`config.mk`:
```
export PLATFORM = sky130hd
export DESIGN_NAME = afk3y_sqrt_stage
export DESIGN_NICKNAME = d
export VERILOG_FILES = /design/src/rtl/core/afk3y_sqrt_stage.sv
export SDC_FILE = /design/constraint.sdc
export NUM_CORES = 1
export LEC_CHECK = 0
export BUFFER_PORTS_ARGS = -buffer_cell sky130_fd_sc_hd__buf_2
export CORE_UTILIZATION = 26
export DETAILED_ROUTE_END_ITERATION = 10
export PLACE_DENSITY_LB_ADDON = 0.1
export SYNTH_ARGS = -nofsm -noshare
export SYNTH_HDL_FRONTEND = slang
export SYNTH_SLANG_ARGS = --single-unit
```
`constraint.sdc`:
```
create_clock -name vclk -period 1.5
set_input_delay 0.075 -clock vclk [all_inputs]
set_output_delay 0.075 -clock vclk [all_outputs]
set_load 0.03 [all_outputs]
```
`src/rtl/core/afk3y_sqrt_stage.sv`:
```
// One restoring step of the pipelined integer square root.
module afk3y_sqrt_stage #(
    parameter int RW = 18,
    parameter int NW = 38,
    parameter int STEP = 0
) (
    input  logic [NW-1:0] i_rem,
    input  logic [RW-1:0] i_root,
    output logic [NW-1:0] o_rem,
    output logic [RW-1:0] o_root
);
    localparam int SH = 2 * (RW - 1 - STEP);
    logic [NW-1:0] w_trial;
    logic [NW-1:0] w_cmp;

    assign w_trial = ({{(NW-RW){1'b0}}, i_root} << (SH + 2)) |
                     ({{(NW-1){1'b0}}, 1'b1} << SH);
    assign w_cmp   = w_trial;

    always_comb begin
        if (i_rem >= w_cmp) begin
            o_rem  = i_rem - w_cmp;
            o_root = (i_root << 1) | {{(RW-1){1'b0}}, 1'b1};
        end else begin
            o_rem  = i_rem;
            o_root = i_root << 1;
        end
    end
endmodule

```
After elaboration in Yosys (flattened, before gate mapping)

Cells that the tools add are included.

Add/sub/neg operators: 1
Magnitude comparators: 1
Muxes and demuxes: 2

Operators by type and width:

| kind           | number |
|---|---|
| $ge 38x38->1   | 1 |
| $mux 38        | 1 |
| $sub 38x38->38 | 1 |
| $mux 1         | 1 |

Bits in registers: 0
Output and inout bits: 56
Bits of input ports: 56
Word-level logic and storage cells: 4

Logic depth before layout (Yosys ltp)

Gate-level depths: netlist of run 1.

Depth after elaboration: 2
Mapped depth: 7

Least setup slack after synthesis of run 1

OpenSTA, ideal clock, no wires.

Path kind: input to output
Start point: input port i_root[1]
End point: output port o_rem[35]
Stages on the path: 6
Path slack: -285 ps
Path buffers: 0
Arrival time: 1710 ps
Path through: inv_1 ha_1 nor4b_1 and4_1 a221oi_4 mux2i_1

Longest elaborated chain between the ends: 2

RTL lines:

| item            | RTL line | RTL |
|---|---|---|
| start, declared | 8        | `input logic [RW-1:0] i_root,` |
| $ge 38x38->1    | 21       | `if (i_rem >= w_cmp) begin` |
| $mux 38         | 21       |  |
| end, declared   | 9        | `output logic [NW-1:0] o_rem,` |

No other way between the ends.

Worst setup path in the final report of run 1

Start point: input port i_rem[15]
End point: output port o_rem[37]

Longest elaborated chain between the ends: 2
Elaborated cells between the ends (all ways): 3
Classes of those cells: 1 x add/sub; 1 x order compare; 1 x mux

RTL lines:

| item                                           | RTL line | RTL |
|---|---|---|
| start, declared                                | 7        | `input logic [NW-1:0] i_rem,` |
| $sub 38x38->38 or $ge 38x38->1 (tied branches) | 22, 21   |  |
| $mux 38 (*)                                    | 21       |  |

Mark *: on every way between the ends. The rest lies on a longest branch, timed or not.

==> results.json, run 1 <==
{
  "status": "finished, violations left",
  "violations": "negative setup slack",
  "place_area_um2": 845,
  "rsz0062_at_grt": "true",
  "cap_viol_max_count": 0,
  "fin_util_pct": 40.8,
  "critical_path_arrival_ps": 1670,
  "clockBufferCount": 0,
  "grt_pass1_vias": 516,
  "antenna_found_initial": 0,
  "yosysUniqueCellTypes": 17,
  "stdcell_area_um2": 1000,
  "yosys_warnings": 0,
  "nets": 185,
  "groute.layer.met1.usage_pct": 10.1,
  "met2_usage_pct": 18.6,
  "seq_area_um2": 0,
  "worst_pin_slew_ps": 283,
  "maxSlewHeadroom_pct": 81.0,
  "start_util_pct": 27.3,
  "design.portCount": 112,
  "comb_power_share_pct": 100.0,
  "seqPwrFrac_pct": 0,
  "layout-drive-gt1-share_pct": 89.4,
  "finalWorstSetupSlack_ps": -249,
  "power.leakage_nw": 0.532,
  "power.density_nw_per_um2": 495,
  "grt_max_degree": 4,
  "cp_max_fo": 2,
  "avgSynthCellArea_um2": 8.08,
  "min_period_ps": 1750,
  "vdd_drop_max_v": 0.000229,
  "track_usage_pct": 9.27,
  "worst-setup-path-type": "input pin to output port",
  "synthTopCellsByArea": "buf_4 (57%), ha_1 (7.5%), mux2_4 (4.5%), a221oi_4 (3.9%), nor4b_1 (3.9%)",
  "drc_errors": 0,
  "num_rows": 18,
  "synth.top_cell.area_share_pct": 57.1,
  "vias": 649,
  "die_y_um": 52.8,
  "maxSlewViolCount": 0,
  "sw_frac_of_total_pct": 54.1,
  "hold_buffers": 0,
  "setup.worst_path.start": "i_rem[15]",
  "whs_ps": 150,
  "fmax_mhz": 572,
  "synth.most_common_cell": "buf_4",
  "grt_pass1_wl_mm": 2.06,
  "drtAntennaViolNets": 0,
  "viasPerCell": 4.24,
  "grt_use_met3_pct": 1.45,
  "power_switching_uw": 268,
  "post-route-period-util_pct": 117,
  "core_area_um2": 2450,
  "insertedDiodeCount": 0,
  "ys_seq_area_share_pct": 0,
  "syn_area_um2": 671,
  "area_delta_synth_final_pct": 49.3,
  "seq_cell_count": 0,
  "endpoint": "o_rem[37]",
  "die_w_um": 52.8,
  "cp-start-kind": "input pin",
  "finalSetupViolCount": 4,
  "globalRouteOverflowTotal": 0,
  "post-dp-hpwl_mm": 1.37,
  "wl_per_cell_um": 10.0,
  "dieArea_um2": 2790,
  "place_congestion": 0.643,
  "synth_cells": 83,
  "hold_viol": 0,
  "cp-end-kind": "output port",
  "hold_class": "input pin to output port",
  "critPathRequiredTime_ps": 1420,
  "portBuffers": 81,
  "synth_top_area_cell": "buf_4",
  "netlist_top_cells_count": "buf_4 (51), inv_1 (6), ha_1 (4), nor4_1 (4)",
  "intPower_uw": 227,
  "clockPowerShare_pct": 0,
  "dr.pass1.iters": 4,
  "synth_nets": 143,
  "drt-total-wl_mm": 1.54,
  "globalRoute.busiestLayer": "met2",
  "detail_route.iter0.violations": 5
}
[what timing repair did]
action	4_1_cts	5_1_grt
endpoints found under the setup margin	5	5
pin swaps	3	0
setup buffers	2	0
gates resized for setup	28	3
[metrics by stage]
| step | setup WS (ps) | cells | power, mW | TNS (ps) |
|---|---|---|---|---|
| after CTS | -271 | 153 | 0.485 | -994 |
| final | -249 | 153 | 0.495 | -880 |
| after detailed placement | -417 | 151 | 0.422 | -1660 |
| after global routing | -348 | 153 | 0.529 | -1370 |
| after floorplan | -50.5 | 83 | 0.399 | -93.7 |
| after global placement | -325 | 151 | 0.422 | -1240 |
[power groups by stage]
stage	Combinational [mW]	Clock [mW]	Sequential (mW)
6_report	0.495	0	0
3_5_place_dp	0.422	0	0
5_1_grt	0.529	0	0
2_1_floorplan	0.399	0	0
4_1_cts	0.485	0	0
3_3_place_gp	0.422	0	0
[worst max-delay path, stage by stage]
cell and delay, ps:
buf_6 90, or4_4 540, nor4_4 270, a221oi_4 100
buf_4 160, mux2_4 300, buf_6 140
[worst min-delay path by stage]
stage / start / endpoint / slack, ps / cells after the start
global placement: i_root[11] / o_root[12] / 150 / 0
floorplan: i_rem[34] / o_rem[34] / 280 / 1
detailed placement: i_root[11] / o_root[12] / 150 / 0
global route: i_root[12] / o_root[13] / 150 / 0
finish: i_root[8] / o_root[9] / 150 / 0
CTS: i_root[11] / o_root[12] / 150 / 0
[placed cells by master (no fill, tap or decap)]
cell      Yosys  final
a21o_1        1      1
buf_2         0     71
xnor2_4       0      1
nor4_4        1      1
inv_2         0      3
buf_6         0     11
nor4b_4       0      3
mux2i_4       0      1
ha_2          0      1
nor3_1        1      1
or4_4         1      1
buf_8         0      1
xnor2_1       3      2
mux2_4        2      2
nand4_1       1      1
a221oi_4      1      1
and4_4        0      1
nor2_1        1      1
o21a_1        1      1
nor4_1        4      4
ha_4          0      3
inv_4         0      1
inv_1         6      2
buf_4        51      8
[layer usage]
metal	wire length, um	part of all wire, %	up-vias
met5	0	0	-
met2	850	55	45
met4	4	0.26	0
met1	522	34	293
met3	157	10	2
li1	-	-	309
[layout make-up]
| cell class | instances | area (um2) |
|---|---|---|
| Timing Repair Buffer | 91 | 554 |
| Tap cell | 30 | 37.5 |
| Inverter | 6 | 25.0 |
| Multi-Input combinational cell | 26 | 384 |
| Fill cell | 263 | 1450 |
[logic make-up (layout without fill, tap and decap cells)]
family,Yosys count,in the layout,share of synthesized area (%)
AOI/OAI and AO/OA,3,3,6.16
xor gates and xnor gates,3,3,3.92
adders and majority gates,4,4,7.46
buffers and inverters,57,97,60.4
muxes,3,3,5.97
and+or+nand+nor,13,13,16.0
Power figures use the tool's default switching activity.
==> inputs of run 2 (changes only) <==
clock period = 1.6 ns   (was 1.5 ns; I/O delays follow)
==> results.json, run 2 (synthesized netlist as in run 1, its figures left out) <==
{
  "status": "finished, violations left",
  "violations": "negative setup slack",
  "design.portCount": 112,
  "cp-end-kind": "output port",
  "dpl_worst_slack_ps": -286,
  "power.leakage_nw": 0.526,
  "hold_buffers": 0,
  "core_area_um2": 2450,
  "cpPeakStageDelay_ps": 330,
  "seqPwrFrac_pct": 0,
  "vdd_drop_max_v": 0.000203,
  "start_util_pct": 27.3,
  "area_delta_synth_final_pct": 43.8,
  "slowest_stage": "mux2_4",
  "power.density_nw_per_um2": 454,
  "finalWorstSetupSlack_ps": -83.3,
  "intPower_uw": 194,
  "dr.pass1.iters": 4,
  "sw_frac_of_total_pct": 55.6,
  "critical_path_arrival_ps": 1600,
  "worst_pin_slew_ps": 402,
  "drc_errors": 0,
  "cpLargestDelayFamily": "simple AND/OR/NAND/NOR gates",
  "die_w_um": 52.8,
  "min_period_ps": 1680,
  "power_switching_uw": 244,
  "die_y_um": 52.8,
  "cp-start-kind": "input pin",
  "wl_per_cell_um": 9.57,
  "grt_max_degree": 6,
  "nets": 186,
  "maxSlewViolCount": 0,
  "fill_cells": 260,
  "path_cells": "buf_6 -> inv_4 -> ha_4 -> nor4b_4 -> nand4_1 -> nor4_4 -> a221oi_4 -> mux2_4 -> buf_6",
  "most-common-layout-cells": "buf_2 (73), buf_4 (11), buf_6 (8), nor4_1 (4)",
  "layout-drive-gt1-share_pct": 89.5,
  "finalSetupViolCount": 4,
  "worst-setup-path-type": "input pin to output port",
  "hold_viol": 0,
  "viasPerCell": 4.05,
  "detail_route.iter0.violations": 6,
  "maxSlewHeadroom_pct": 73.2,
  "fmax_mhz": 594,
  "worst_path_most_repeated_cell": "buf_6",
  "critPathRequiredTime_ps": 1520,
  "seq_area_um2": 0,
  "clockPowerShare_pct": 0,
  "critPathBufInv": 3,
  "grt_pass1_vias": 452,
  "post-dp-hpwl_mm": 1.34,
  "post-route-period-util_pct": 105,
  "rsz0062_at_grt": "true",
  "hold_class": "input pin to output port",
  "insertedDiodeCount": 0,
  "globalRouteOverflowTotal": 0,
  "vias": 624,
  "dieArea_um2": 2790,
  "num_rows": 18,
  "cp_max_fo": 5,
  "cap_viol_max_count": 0,
  "p_total_uw": 438,
  "clockBufferCount": 0,
  "track_usage_pct": 8.50,
  "place_congestion": 0.632,
  "seq_cell_count": 0,
  "drtAntennaViolNets": 0,
  "antenna_found_initial": 0,
  "portBuffers": 81,
  "drt-total-wl_mm": 1.47,
  "comb_power_share_pct": 100.0,
  "final_common_cell": "buf_2",
  "grt_pass1_wl_mm": 1.86
}
## run 2: changes by cell type in the layout (fill, tap and decap cells not counted)
cell and delta:
buf_2 +2, buf_4 +3, buf_6 -3, buf_8 -1, mux2i_2 +1, mux2i_4 -1
xnor2_2 +1, xnor2_4 -1
## run 2: worst paths after layout
kind                   start          to  slack, ps  depth (start not counted)
hold / removal    i_root[12]  o_root[13]        160                          0
setup / recovery   i_root[0]   o_rem[37]        -80                          9
## run 2: power groups by stage
stage / Clock [mW] / Sequential, mW / Combinational, mW
floorplan: 0 / 0 / 0.360
global placement: 0 / 0 / 0.377
detailed placement: 0 / 0 / 0.378
CTS: 0 / 0 / 0.435
global route: 0 / 0 / 0.466
finish: 0 / 0 / 0.438
## run 2: repair_timing
item	in CTS	in global routing
endpoints found under the setup margin	5	5
buffers inserted	1	1
resized for setup	27	3
pin swaps	5	2
## run 2: layout make-up
cell class | count | area (um2) | share of cell area (%)
tap | 30 | 37.5 | 3.89
multi-input combinational | 26 | 364 | 37.7
inverter | 6 | 25.0 | 2.59
timing repair buffer | 92 | 538 | 55.8
## run 2: stage by stage
| step | TNS, ps | cells | util (%) | hold slack [ps] | instance area, um2 |
|---|---|---|---|---|---|
| detailed placement | -1120 | 153 | 33.3 | 160 | 817 |
| finish | -272 | 154 | 39.3 | 160 | 965 |
| global placement | -915 | 153 | 33.3 | 160 | 817 |
| CTS | -700 | 154 | 38.6 | 160 | 948 |
| floorplan | -111 | 83 | - | 290 | 682 |
| global route | -644 | 154 | 39.3 | 160 | 965 |
## run 2: metal layers
layer / wire [um] / up-vias / track usage, %
met5: 0 / - / 0
met3: 151 / 0 / 1.74
met4: 0 / 0 / 0
met2: 812 / 39 / 16.7
met1: 510 / 275 / 9.78
li1: - / 310 / -
